==> config.mk <==
export PLATFORM = sky130hd
export DESIGN_NAME = peak_count_and_first_minimum_core
export DESIGN_NICKNAME = d
export VERILOG_FILES = /design/src/hdl/pcfm_pkg.sv /design/src/hdl/pcfm_peak_test.sv /design/src/hdl/pcfm_seq_tracker.sv /design/src/hdl/peak_count_and_first_minimum_core.sv
export SDC_FILE = /design/constraint.sdc
export NUM_CORES = 1
export LEC_CHECK = 0
export BUFFER_PORTS_ARGS = -buffer_cell sky130_fd_sc_hd__buf_2
export CAP_MARGIN = 10
export CORE_UTILIZATION = 58
export DETAILED_ROUTE_END_ITERATION = 10
export PLACE_DENSITY = 0.78
export SETUP_SLACK_MARGIN = 0.5
export SLEW_MARGIN = 20
export SYNTH_ARGS = -nofsm -noshare
export SYNTH_HDL_FRONTEND = slang
export SYNTH_SLANG_ARGS = --single-unit
==> constraint.sdc <==
create_clock -name clk -period 7.3 [get_ports clk]
set_input_delay 1.46 -clock clk [delete_from_list [all_inputs] [get_ports clk]]
set_output_delay 1.46 -clock clk [all_outputs]
set_load 0.03 [all_outputs]
==> src/hdl/pcfm_pkg.sv <==
// Package for the peak counter and first-minimum locator.
// Holds the shared widths, default parameters, register index codes and the result struct.
// No dependencies.
package pcfm_pkg;

  // Default module parameters.
  localparam int unsigned MaxLenDefault     = 1024;
  localparam int unsigned SampleBitsDefault = 16;

  // Fixed widths of the configuration and result fields.
  localparam int unsigned StepW     = 16;
  localparam int unsigned OutW      = 10;
  localparam int unsigned CfgIdxW   = 1;
  localparam logic [OutW-1:0] CountMax = '1;

  // Reset values of the step registers.
  localparam logic [StepW-1:0] StrongStepReset = StepW'(30);
  localparam logic [StepW-1:0] WeakStepReset   = StepW'(20);

  typedef logic [StepW-1:0] step_t;
  typedef logic [OutW-1:0]  field10_t;

  // Configuration register indexes.
  typedef enum logic [CfgIdxW-1:0] {
    REG_STRONG_STEP = 1'b0,
    REG_WEAK_STEP   = 1'b1
  } cfg_reg_t;

  // Both rise thresholds, handed to the sequence tracker.
  typedef struct packed {
    step_t strong_step;
    step_t weak_step;
  } steps_t;

  // One result item.
  typedef struct packed {
    logic     peak_found;
    field10_t first_peak_index;
    field10_t peak_count;
    logic     min_found;
    field10_t min_index;
    logic     overflow;
  } result_t;

endpackage

==> src/hdl/pcfm_peak_test.sv <==
// Peak test for one candidate sample under one rise threshold.
// Purely combinational; depends on pcfm_pkg for the step width.
module pcfm_peak_test #(
  parameter int unsigned SAMPLE_BITS = pcfm_pkg::SampleBitsDefault
) (
  input  logic [SAMPLE_BITS-1:0] center,
  input  logic [SAMPLE_BITS-1:0] left1,
  input  logic [SAMPLE_BITS-1:0] left2,
  input  logic [SAMPLE_BITS-1:0] right1,
  input  logic [SAMPLE_BITS-1:0] right2,
  input  logic                   has_right2,
  input  pcfm_pkg::step_t        step,
  output logic                   hit
);

  // One extra bit so that neighbor plus step never wraps.
  localparam int unsigned CmpW =
    ((SAMPLE_BITS > pcfm_pkg::StepW) ? SAMPLE_BITS : pcfm_pkg::StepW) + 1;

  logic [CmpW-1:0] center_x;
  logic [CmpW-1:0] step_x;
  logic            rise_l1, rise_l2, rise_r1, rise_r2;

  assign center_x = CmpW'(center);
  assign step_x   = CmpW'(step);

  assign rise_l1 = center_x >= (CmpW'(left1) + step_x);
  assign rise_l2 = center_x >= (CmpW'(left2) + step_x);
  assign rise_r1 = center_x >= (CmpW'(right1) + step_x);
  assign rise_r2 = center_x >= (CmpW'(right2) + step_x);

  assign hit = (rise_l1 | rise_l2) & (rise_r1 | (has_right2 & rise_r2));

endmodule

==> src/hdl/pcfm_seq_tracker.sv <==
// Per-sequence state: sample window, index, running minimum and maximum, peak counts.
// Produces the result of the item being processed; depends on pcfm_pkg and pcfm_peak_test.
module pcfm_seq_tracker #(
  parameter int unsigned MAX_LEN     = pcfm_pkg::MaxLenDefault,
  parameter int unsigned SAMPLE_BITS = pcfm_pkg::SampleBitsDefault
) (
  input  logic                   clk,
  input  logic                   rst_n,
  input  logic                   go,
  input  logic [SAMPLE_BITS-1:0] sample,
  input  logic                   last,
  input  pcfm_pkg::steps_t       steps,
  output pcfm_pkg::result_t      result
);

  localparam int unsigned CntW = $clog2(MAX_LEN + 1);
  localparam int unsigned IdxW = $clog2(MAX_LEN);

  typedef logic [SAMPLE_BITS-1:0] smp_t;
  typedef logic [IdxW-1:0]        pos_t;

  smp_t                 win_r [4];
  logic [CntW-1:0]      idx_r, idx_nxt;
  smp_t                 min_val_r, min_val_nxt;
  pos_t                 min_pos_r, min_pos_nxt;
  smp_t                 max_val_r, max_val_nxt;
  pcfm_pkg::field10_t   str_cnt_r, str_cnt_nxt, wk_cnt_r, wk_cnt_nxt;
  pos_t                 str_first_r, str_first_nxt, wk_first_r, wk_first_nxt;
  logic                 str_seen_r, str_seen_nxt, wk_seen_r, wk_seen_nxt;
  logic                 too_long_r, too_long_nxt;

  logic accepted, judge_a_en, judge_b_en;
  logic str_a_raw, str_b_raw, wk_a_raw, wk_b_raw;
  logic str_a, str_b, wk_a, wk_b;
  pos_t pos_a, pos_b;
  logic min_found;

  // Saturating add of up to two new peaks.
  function automatic pcfm_pkg::field10_t count_add(input pcfm_pkg::field10_t cnt,
                                                   input logic a, input logic b);
    logic [pcfm_pkg::OutW:0] sum;
    sum = {1'b0, cnt} + (pcfm_pkg::OutW + 1)'(a) + (pcfm_pkg::OutW + 1)'(b);
    if (sum > {1'b0, pcfm_pkg::CountMax}) begin
      count_add = pcfm_pkg::CountMax;
    end else begin
      count_add = sum[pcfm_pkg::OutW-1:0];
    end
  endfunction

  assign accepted   = idx_r < CntW'(MAX_LEN);
  // Interior candidate two back, with both right neighbors present.
  assign judge_a_en = accepted & (idx_r >= CntW'(4));
  // Final candidate one back, only its near right neighbor exists.
  assign judge_b_en = accepted & last & (idx_r >= CntW'(3));
  assign pos_a      = IdxW'(idx_r - CntW'(2));
  assign pos_b      = IdxW'(idx_r - CntW'(1));

  pcfm_peak_test #(.SAMPLE_BITS(SAMPLE_BITS)) u_str_a (
    .center(win_r[1]), .left1(win_r[2]), .left2(win_r[3]), .right1(win_r[0]),
    .right2(sample), .has_right2(1'b1), .step(steps.strong_step), .hit(str_a_raw)
  );
  pcfm_peak_test #(.SAMPLE_BITS(SAMPLE_BITS)) u_wk_a (
    .center(win_r[1]), .left1(win_r[2]), .left2(win_r[3]), .right1(win_r[0]),
    .right2(sample), .has_right2(1'b1), .step(steps.weak_step), .hit(wk_a_raw)
  );
  pcfm_peak_test #(.SAMPLE_BITS(SAMPLE_BITS)) u_str_b (
    .center(win_r[0]), .left1(win_r[1]), .left2(win_r[2]), .right1(sample),
    .right2('0), .has_right2(1'b0), .step(steps.strong_step), .hit(str_b_raw)
  );
  pcfm_peak_test #(.SAMPLE_BITS(SAMPLE_BITS)) u_wk_b (
    .center(win_r[0]), .left1(win_r[1]), .left2(win_r[2]), .right1(sample),
    .right2('0), .has_right2(1'b0), .step(steps.weak_step), .hit(wk_b_raw)
  );

  assign str_a = str_a_raw & judge_a_en;
  assign str_b = str_b_raw & judge_b_en;
  assign wk_a  = wk_a_raw & judge_a_en;
  assign wk_b  = wk_b_raw & judge_b_en;

  always_comb begin
    idx_nxt       = idx_r;
    min_val_nxt   = min_val_r;
    min_pos_nxt   = min_pos_r;
    max_val_nxt   = max_val_r;
    too_long_nxt  = too_long_r | ~accepted;

    str_cnt_nxt   = count_add(str_cnt_r, str_a, str_b);
    wk_cnt_nxt    = count_add(wk_cnt_r, wk_a, wk_b);
    str_seen_nxt  = str_seen_r | str_a | str_b;
    wk_seen_nxt   = wk_seen_r | wk_a | wk_b;

    // The earlier position wins when both candidates hit in one item.
    str_first_nxt = str_first_r;
    if (!str_seen_r && str_a) begin
      str_first_nxt = pos_a;
    end else if (!str_seen_r && str_b) begin
      str_first_nxt = pos_b;
    end
    wk_first_nxt = wk_first_r;
    if (!wk_seen_r && wk_a) begin
      wk_first_nxt = pos_a;
    end else if (!wk_seen_r && wk_b) begin
      wk_first_nxt = pos_b;
    end

    if (accepted) begin
      idx_nxt = idx_r + CntW'(1);
      if ((idx_r == '0) || (sample < min_val_r)) begin
        min_val_nxt = sample;
        min_pos_nxt = IdxW'(idx_r);
      end
      if (sample > max_val_r) begin
        max_val_nxt = sample;
      end
    end
  end

  assign min_found = min_val_nxt < max_val_nxt;

  always_comb begin
    result.peak_found = str_seen_nxt | wk_seen_nxt;
    if (str_seen_nxt) begin
      result.first_peak_index = pcfm_pkg::field10_t'(str_first_nxt);
      result.peak_count       = str_cnt_nxt;
    end else if (wk_seen_nxt) begin
      result.first_peak_index = pcfm_pkg::field10_t'(wk_first_nxt);
      result.peak_count       = wk_cnt_nxt;
    end else begin
      result.first_peak_index = '0;
      result.peak_count       = wk_cnt_nxt;
    end
    result.min_found = min_found;
    result.min_index = min_found ? pcfm_pkg::field10_t'(min_pos_nxt) : '0;
    result.overflow  = too_long_nxt;
  end

  // A sequence ends on its last item: every field goes back to its reset value.
  always_ff @(posedge clk) begin
    if (!rst_n || (go && last)) begin
      for (int k = 0; k < 4; k++) begin
        win_r[k] <= '0;
      end
      idx_r       <= '0;
      min_val_r   <= '1;
      min_pos_r   <= '0;
      max_val_r   <= '0;
      str_cnt_r   <= '0;
      str_first_r <= '0;
      str_seen_r  <= 1'b0;
      wk_cnt_r    <= '0;
      wk_first_r  <= '0;
      wk_seen_r   <= 1'b0;
      too_long_r  <= 1'b0;
    end else if (go) begin
      if (accepted) begin
        win_r[3] <= win_r[2];
        win_r[2] <= win_r[1];
        win_r[1] <= win_r[0];
        win_r[0] <= sample;
      end
      idx_r       <= idx_nxt;
      min_val_r   <= min_val_nxt;
      min_pos_r   <= min_pos_nxt;
      max_val_r   <= max_val_nxt;
      str_cnt_r   <= str_cnt_nxt;
      str_first_r <= str_first_nxt;
      str_seen_r  <= str_seen_nxt;
      wk_cnt_r    <= wk_cnt_nxt;
      wk_first_r  <= wk_first_nxt;
      wk_seen_r   <= wk_seen_nxt;
      too_long_r  <= too_long_nxt;
    end
  end

endmodule

==> src/hdl/peak_count_and_first_minimum_core.sv <==
// Top level of the peak counter and first-minimum locator.
// Holds the input register, the step registers and the result register; depends on
// pcfm_pkg and pcfm_seq_tracker.
//
//   channel  | ports                                   | direction | handshake
//   ---------+-----------------------------------------+-----------+-----------------
//   input    | in_sample, in_last                      | in        | in_valid/in_stall
//   result   | out_peak_found .. out_overflow          | out       | out_valid/out_stall
//   config   | cfg_index, cfg_data                     | in        | cfg_we, no wait
//
// One item is taken every cycle unless in_stall is raised. An item waits in the input
// register, and then the sequence tracker folds it into the window and running state; an
// item marked last loads the result register as it leaves the input register, which
// raises out_valid. Reset is synchronous and clears all sequence state and the step
// registers. While a result waits under out_stall, items without last keep flowing; only
// an item with last waits in the input register, and then in_stall is raised.
module peak_count_and_first_minimum_core #(
  parameter int unsigned MAX_LEN     = pcfm_pkg::MaxLenDefault,
  parameter int unsigned SAMPLE_BITS = pcfm_pkg::SampleBitsDefault
) (
  input  logic                             clk,
  input  logic                             rst_n,

  input  logic                             in_valid,
  output logic                             in_stall,
  input  logic [SAMPLE_BITS-1:0]           in_sample,
  input  logic                             in_last,

  output logic                             out_valid,
  input  logic                             out_stall,
  output logic                             out_peak_found,
  output logic [pcfm_pkg::OutW-1:0]        out_first_peak_index,
  output logic [pcfm_pkg::OutW-1:0]        out_peak_count,
  output logic                             out_min_found,
  output logic [pcfm_pkg::OutW-1:0]        out_min_index,
  output logic                             out_overflow,

  input  logic                             cfg_we,
  input  logic [pcfm_pkg::CfgIdxW-1:0]     cfg_index,
  input  logic [pcfm_pkg::StepW-1:0]       cfg_data
);

  // Input register.
  logic                   s1_valid_r;
  logic [SAMPLE_BITS-1:0] s1_sample_r;
  logic                   s1_last_r;

  // Step registers.
  pcfm_pkg::steps_t steps_r;

  // Result register.
  logic              res_valid_r;
  pcfm_pkg::result_t res_r;
  pcfm_pkg::result_t res_nxt;

  logic out_free;
  logic proc_go;
  logic s1_load;

  // The result register is free when empty or being drained at this edge.
  assign out_free = ~res_valid_r | ~out_stall;
  // Only an item with last needs the result register to move on.
  assign proc_go  = s1_valid_r & (~s1_last_r | out_free);
  assign s1_load  = ~s1_valid_r | proc_go;
  assign in_stall = ~s1_load;

  always_ff @(posedge clk) begin
    if (!rst_n) begin
      s1_valid_r <= 1'b0;
    end else if (s1_load) begin
      s1_valid_r <= in_valid;
    end
  end

  always_ff @(posedge clk) begin
    if (s1_load && in_valid) begin
      s1_sample_r <= in_sample;
      s1_last_r   <= in_last;
    end
  end

  always_ff @(posedge clk) begin
    if (!rst_n) begin
      steps_r.strong_step <= pcfm_pkg::StrongStepReset;
      steps_r.weak_step   <= pcfm_pkg::WeakStepReset;
    end else if (cfg_we) begin
      unique case (cfg_index)
        pcfm_pkg::REG_STRONG_STEP: steps_r.strong_step <= cfg_data;
        pcfm_pkg::REG_WEAK_STEP:   steps_r.weak_step   <= cfg_data;
        default: ;
      endcase
    end
  end

  pcfm_seq_tracker #(
    .MAX_LEN    (MAX_LEN),
    .SAMPLE_BITS(SAMPLE_BITS)
  ) u_tracker (
    .clk   (clk),
    .rst_n (rst_n),
    .go    (proc_go),
    .sample(s1_sample_r),
    .last  (s1_last_r),
    .steps (steps_r),
    .result(res_nxt)
  );

  always_ff @(posedge clk) begin
    if (!rst_n) begin
      res_valid_r <= 1'b0;
    end else if (proc_go && s1_last_r) begin
      res_valid_r <= 1'b1;
    end else if (!out_stall) begin
      res_valid_r <= 1'b0;
    end
  end

  always_ff @(posedge clk) begin
    if (proc_go && s1_last_r) begin
      res_r <= res_nxt;
    end
  end

  assign out_valid            = res_valid_r;
  assign out_peak_found       = res_r.peak_found;
  assign out_first_peak_index = res_r.first_peak_index;
  assign out_peak_count       = res_r.peak_count;
  assign out_min_found        = res_r.min_found;
  assign out_min_index        = res_r.min_index;
  assign out_overflow         = res_r.overflow;

endmodule

==> results of run 1 <==
==> state kept, by name, indices dropped and copies added (netlist names), 11 cells and up <==
name,flops
s1_sample_r,16
u_tracker.max_val_r,16
steps_r,32
u_tracker.win_r,64
u_tracker.idx_r,11
u_tracker.min_val_r,16
==> power by group through the flow <==
| stage | sequential (uW) | clock (uW) | combinational [uW] |
|---|---|---|---|
| 2_1_floorplan | 1600 | 0 | 1050 |
| 3_3_place_gp | 1620 | 0 | 1420 |
| 3_5_place_dp | 1620 | 0 | 1480 |
| 4_1_cts | 1590 | 1530 | 1500 |
| 5_1_grt | 1600 | 1590 | 1730 |
| 6_report | 1590 | 1530 | 1570 |
==> per-stage QoR <==
step / utilization [%] / hold WS, ns
final: 65.49 / 0.4529
after global routing: 65.48 / 0.4876
after CTS: 64.70 / 0.4571
after detailed placement: 62.02 / 0.4489
after global placement: 62.02 / 0.4372
after floorplan: - / 0.4272
==> worst register-to-register path: stages (launching register included) <==
cell	delay, ns
dfxtp_1	0.55
ha_1	0.30
fa_1	0.25
a21o_1	0.20
a22oi_1	0.11
a221oi_1	0.55
o41ai_2	0.16
buf_4	0.17
o21ai_0	0.14
a21oi_1	0.10
xor2_1	0.17
ha_1	0.31
nand3_1	0.17
or4_1	0.54
or3b_1	0.41
o211ai_2	0.26
o211ai_1	0.14
buf_4	0.19
fa_2	0.38
inv_1	0.08
ha_2	0.22
nand3_1	0.19
nor2_4	0.19
and3_1	0.27
nor2_1	0.10
a221oi_1	0.30
==> cell families (layout without fill, tap and decap cells) <==
group / after synthesis / after routing / synth area share (%)
DFF: 244 / 244 / 25.54
xor gates and xnor gates: 158 / 158 / 5.924
and+or+nand+nor: 787 / 788 / 16.32
other: 0 / 2 / 0
buffers and inverters: 218 / 333 / 3.648
muxes: 42 / 42 / 1.814
adders and majority gates: 443 / 443 / 23.87
AOI/OAI and AO/OA: 800 / 800 / 22.88
==> what timing repair did <==
| action | in CTS | in global routing |
|---|---|---|
| gates cloned | 0 | 1 |
| resized for setup | 13 | 54 |
| setup endpoints to repair | 27 | 30 |
| setup buffers | 4 | 14 |
| hold endpoints to repair | 0 | 0 |
| pin swaps | 4 | 13 |
==> worst min path at each step <==
| stage | start | end | slack, ns | depth (start not counted) |
|---|---|---|---|---|
| detailed placement | u_tracker.min_pos_r[9] | u_tracker.min_pos_r[9] | 0.45 | 2 |
| CTS | u_tracker.min_pos_r[9] | u_tracker.min_pos_r[9] | 0.46 | 2 |
| finish | u_tracker.wk_first_r[3] | u_tracker.wk_first_r[3] | 0.45 | 2 |
| global placement | u_tracker.wk_first_r[3] | u_tracker.wk_first_r[3] | 0.44 | 2 |
| floorplan | u_tracker.wk_first_r[3] | u_tracker.wk_first_r[3] | 0.43 | 2 |
| global route | u_tracker.min_pos_r[0] | u_tracker.min_pos_r[0] | 0.49 | 2 |
==> Yosys cell counts, types with 10 or more instances <==
cell type	n	share of area [%]
ha_1	430	23
nand2_1	214	3.4
a21oi_1	200	4.2
nor2_1	193	3.1
o21ai_0	146	3.1
dfxtp_1	130	11
inv_1	124	2.0
edfxtp_1	114	15
and3_1	95	2.5
xnor2_1	81	3.0
xor2_1	76	2.8
nand3_1	75	1.6
clkbuf_1	70	1.1
a21o_1	60	1.9
a211oi_1	57	1.8
o211ai_1	45	1.4
o21a_1	45	1.4
nor3_1	40	0.85
mux2i_1	36	1.5
nand4_1	31	0.82
a21boi_0	29	0.92
nor2b_1	29	0.77
nand2b_1	27	0.72
o21bai_1	25	0.80
a31oi_1	23	0.61
o31ai_1	17	0.54
or3_1	15	0.40
a211o_1	14	0.52
a221oi_1	12	0.45
and2_1	12	0.32
and4_1	12	0.45
fa_1	12	1.0
o221ai_1	12	0.45
nor4_1	10	0.27
==> placed cells by master (no fill, tap or decap), drive strengths merged, types with 25 or more instances in the layout <==
cell      n
o211ai   47
nand2b   27
inv     128
nand3    75
o21a     45
clkbuf   38
xor2     76
and3     96
nand4    31
buf     155
ha      430
mux2i    36
edfxtp  114
nand2   215
xnor2    81
dfxtp   130
a211oi   60
nor2    195
nor2b    29
a21o     63
a21oi   200
nor3     42
o21bai   25
a21boi   29
o21ai   150
==> layout make-up <==
cell class / instances / area [um2] / share of cell area, %
sequential: 244 / 6038 / 23.10
timing repair buffer: 155 / 988.4 / 3.781
clock inverter: 14 / 180.2 / 0.6892
multi-input combinational: 2231 / 16990 / 64.98
inverter: 126 / 475.5 / 1.819
tap: 525 / 656.9 / 2.513
clock buffer: 38 / 810.8 / 3.102
antenna: 2 / 5.005 / 0.01915
==> per-layer routing <==
metal  share of wire (%)  routed length (um)  track usage, %
met1                  41               31580           48.08
met2                  43               33730           57.25
met3                  11                8523           8.070
met4                 5.3                4126           18.10
met5                   0                   0               0
==> run summary, run 1 <==
Ports: 74
Die H: 203.7 um
Setup TNS: 0 ns
Clk pin slew, worst setup/hold paths: 0.07 ns
CP endpoint kind: register
Number of DRC markers in iteration 0: 1927
Core outline area: 0.03991 mm2
Max Slew Vio Count: 0
Number of enable flip-flop cells after synthesis: 114
WL/cell: 23.38 um
Syn nets: 3173
Max cap viols: 0
Final setup vio count: 0
Placed cell area: 0.02476 mm2
Critical path launch point type: register
Internal Pwr Total: 3016 uW
CP required: 7.79 ns
Total power density per cell area: 179.4 mW/mm2
Combinational share of power: 33.4%
Initial antenna violation count: 2
GRT Total Usage: 36.81%
Clk network pwr share: 32.6%
Sw Share: 35.71%
Vias in the first global route: 21430
Status: complete, no violations
Placed cells: 3262
DRT Pass-1 Iters: 6
Via density: 6.677
ANT nets after route: 0
Num CTS Buffers: 28
Final hold vios: 0
F_max: 0.1532 GHz
R2r setup slk: 0.77 ns
Reg2reg end: u_tracker.wk_cnt_r[3]
Async S/R FF share, synth: 0%
Flop pwr share: 34.0%
CP delay by family, top: compound AO/OA/AOI/OAI gates
Largest net degree at the start of global routing: 90
Critical path's slowest cell: dfxtp_1
Critical path class: register to register
Total Wirelength: 77960 um
Row Count: 73
Crit-path max cell delay: 0.55 ns
Syn Inst Count: 2692
Fin cells: 3335
Clock tree buffer depth: 3
Root buf cell: clkbuf_16
Worst min path class: register to register
Number of synthesized register bits: 244
Lkg Pwr: 0.01197 uW
Worst EP arrival: 7.02 ns
Die width: 203.7 um
Post-CTS Hold Buffers: 0
Clock skew: 0.02458 ns
CTS sink cnt: 244
Place WS: 0.08016 ns
Layout cells sized above 1: 11.15%
Worst Setup EP: u_tracker.wk_cnt_r[3]
Setup ws final: 0.7727 ns
Clock latency on the worst-skew pair: 0.60 ns
R2R depth: 25
Crit path buf inv count: 3
Synthesized area per cell: 8.764 um2
Port bufs: 73
Sequential element share of the synthesized area: 25.54%
Critical path depth: 25
RSZ-0062 raised after global routing: true
Design area: 0.02614 mm2
Layout area overhead: 10.80%
Global route overflow: 0
Gpl congestion: 1.075
First-pass GRT wire length: 118500 um
Synth warn: 0
DP HPWL: 58380 um
Crit. Startpoint: steps_r[0]
Rel. slew slack: 26.93%
Slew @ Worst Pin: 1.096 ns
DRC Markers: 0
Final Cycle Share: 89.41%
CTS tree: built
P_sw: 1675 uW
Count of cell types in the netlist: 98
FILL cells: 3258
Nets: 3267
Peak VDD IR: 245.6 uV
Starting Density: 59.11%
Worst R2R Start: steps_r[0]
# H-tree levels: 1
Prevailing post-synth register cell: dfxtp_1
Final Power: 4691 uW
Die area: 0.04149 mm2
Syn Std Cell Area: 0.02359 mm2
CP max FO: 6
Tmin final: 6.527 ns
DR vias: 22270
Power figures use the tool's default switching activity.
==> run 2: changes to the inputs <==
--- a/config.mk
+++ b/config.mk
@@ -7,9 +7,9 @@
 export LEC_CHECK = 0
 export BUFFER_PORTS_ARGS = -buffer_cell sky130_fd_sc_hd__buf_2
 export CAP_MARGIN = 10
-export CORE_UTILIZATION = 58
+export CORE_UTILIZATION = 65
 export DETAILED_ROUTE_END_ITERATION = 10
-export PLACE_DENSITY = 0.78
+export PLACE_DENSITY = 0.83
 export SETUP_SLACK_MARGIN = 0.5
 export SLEW_MARGIN = 20
 export SYNTH_ARGS = -nofsm -noshare
==> constraint.sdc (replaced) <==
create_clock -name clk -period 6.1 [get_ports clk]
set_input_delay 1.22 -clock clk [delete_from_list [all_inputs] [get_ports clk]]
set_output_delay 1.22 -clock clk [all_outputs]
set_load 0.03 [all_outputs]
==> run 2 against run 1 <==
The run now ends with design-rule violations, negative setup slack left. Worst hold slack improved by 0.0044 ns. Via count increased by 6.4%. Setup slack worse by 0.90 ns. First-iteration DRC count increased by 15%. Die area shrank 11%. Clock skew shrank 0.0061 ns. Fmax up 4.8%. Sequential share of layout area decreased by 1.5 points. Highest routed layer unchanged.
==> run summary, run 2 (same netlist as run 1, synthesis figures left out) <==
Crit-path max cell delay: 0.38 ns (-0.17 ns)
Critical path's slowest cell: dfxtp_4
Wire length on met1: 31020 um (-1.8%)
Max Slew Vio Count: 0 (unchanged)
DRT Pass-1 Iters: 10 (+4)
# H-tree levels: 1 (unchanged)
Root buf cell: clkbuf_16
Max cap viols: 0 (unchanged)
ANT nets after route: 0 (unchanged)
Commonest cells after routing, fill and taps aside: 419 x ha_1, 211 x nand2_1, 203 x buf_4, 181 x nor2_1, 172 x a21oi_1
Min-delay src: u_tracker.min_pos_r[7]
Critical path's most frequent cell: and3_4
Largest net degree at the start of global routing: 90 (unchanged)
Starting Density: 66.17% (+7.1 points)
CP max FO: 8 (+2)
Clock skew: 0.01850 ns (-0.006083 ns)
Hold depth: 2 (unchanged)
Crit. Startpoint: steps_r[17]
Setup TNS: -0.9244 ns (-0.9244 ns)
Metal3 WL: 8805 um (+3.3%)
Layout area overhead: 18.67%
Num CTS Buffers: 29 (+3.6%)
Ports: 74 (unchanged)
Met2 WL: 36540 um (+8.3%)
DP HPWL: 59150 um (+1.3%)
Fin cells: 3418 (+2.5%)
Top layer in use: met4
Tmin final: 6.226 ns (-0.3016 ns)
Commonest non-fill, non-tap cell in the layout: ha_1
Clock tree buffer depth: 3 (unchanged)
CTS sink cnt: 244 (unchanged)
DRC Markers: 2 (+2)
Global route overflow: 0 (unchanged)
Top reg by flops: u_tracker.win_r
Total power density per cell area: 204.8 mW/mm2 (+14%)
Lkg Pwr: 0.01288 uW (+7.6%)
F_max: 0.1606 GHz (+4.8%)
Setup ws final: -0.1257 ns (-0.8984 ns)
Die H: 192.5 um (-5.5%)
Worst min path class: register to register
Final Cycle Share: 102.1% (+13 points)
RSZ-0062 raised after global routing: true
WL/cell: 24.07 um (+3.0%)
Post-CTS Hold Buffers: 0 (unchanged)
Final hold vios: 0 (unchanged)
Nets: 3415 (+4.5%)
Total Wirelength: 82270 um (+5.5%)
Die area: 0.03706 mm2 (-11%)
CP required: 6.58 ns (-1.21 ns)
Final setup vio count: 13 (+13)
Via density: 6.933 (+3.8%)
Final Core Density: 78.52% (+13 points)
Failing checks: design-rule violations, negative setup slack
CTS tree: built
Gpl congestion: 1.028 (-4.3%)
Layout cells sized above 1: 19.45% (+8.3 points)
Row Count: 69 (-5.5%)
Number of DRC markers in iteration 0: 2218 (+15%)
DR vias: 23700 (+6.4%)
Rel. slew slack: 23.00% (-3.9 points)
Placed cells: 3276 (+0.43%)
Critical path launch point type: register
Vias in the first global route: 22510 (+5.0%)
Worst EP arrival: 6.71 ns (-0.31 ns)
Slew @ Worst Pin: 1.155 ns (+0.05892 ns)
CP endpoint kind: register
First-pass GRT wire length: 120200 um (+1.5%)
Status: finished, violations left
Max reg flops: 64 (unchanged)
Peak VDD IR: 226.5 uV (-7.8%)
Design area: 0.02800 mm2 (+7.1%)
Worst R2R Start: steps_r[17]
Core outline area: 0.03566 mm2 (-11%)
Critical path class: register to register
Clk pin slew, worst setup/hold paths: 0.06 ns (about the same)
Largest registers: u_tracker.win_r: 64 flops, steps_r: 32 flops
Die width: 192.5 um (-5.5%)
Initial antenna violation count: 2 (unchanged)
GRT Total Usage: 42.03% (+5.2 points)
R2R depth: 33 (+32%)
Port bufs: 73 (unchanged)
Placed cell area: 0.02539 mm2 (+2.6%)
Clock latency on the worst-skew pair: 0.59 ns (about the same)
==> run 2: routing by layer <==
| metal | GRT usage, % | up-vias |
|---|---|---|
| met5 | 0 | - |
| met4 | 24.29 | 0 |
| met3 | 7.347 | 412 |
| met2 | 67.38 | 1448 |
| met1 | 53.08 | 11230 |
| li1 | - | 10600 |
==> run 2: area by class of cell <==
cell class	count	area, um2
Clock inverter	15	116.4
Fill cell	2389	7657
Sequential cell	244	6037
Inverter	126	473.0
Multi-Input combinational cell	2231	17740
Antenna cell	1	2.502
Clock buffer	38	832.0
Timing Repair Buffer	302	2222
Tap cell	461	576.8
==> run 2: final timing paths <==
check	slack (ns)	to
worst min register to register	0.46	u_tracker.min_pos_r[7]
worst min-delay path	0.46	u_tracker.min_pos_r[7]
worst max-delay path	-0.13	u_tracker.str_cnt_r[1]
worst max register to register	-0.13	u_tracker.str_cnt_r[1]
==> run 2: what timing repair did <==
| action | 4_1_cts | 5_1_grt |
|---|---|---|
| buffers inserted | 26 | 59 |
| endpoints found under the setup margin | 52 | 58 |
| cloned | 0 | 3 |
| pin swaps | 56 | 103 |
| resized for setup | 77 | 148 |
==> run 2: worst max-delay path: cells and delay by family, from the launching register on <==
kind	cells	cell delay (ns)
flip-flops	1	0.38
AND/OR/NAND/NOR	10	1.69
XOR/XNOR	1	0.08
buffers and inverters	6	0.65
adder cells (fa/ha/maj)	4	1.04
AO/OA/AOI/OAI	12	2.28
==> run 2: stage by stage <==
stage	setup WS (ns)	power, uW	hold WS (ns)
6_report	-0.1257	5735	0.4572
5_1_grt	-0.3881	5973	0.4786
4_1_cts	0.1434	5558	0.4598
3_5_place_dp	-0.2309	3761	0.4509
3_3_place_gp	-0.1286	3687	0.4347
2_1_floorplan	0.1403	3172	0.4272
==> run 2: power by group <==
group	internal, uW	switching (uW)	total [uW]
Clock	1000	777	1780
Sequential	1790	102	1890
Combinational	846	1220	2060
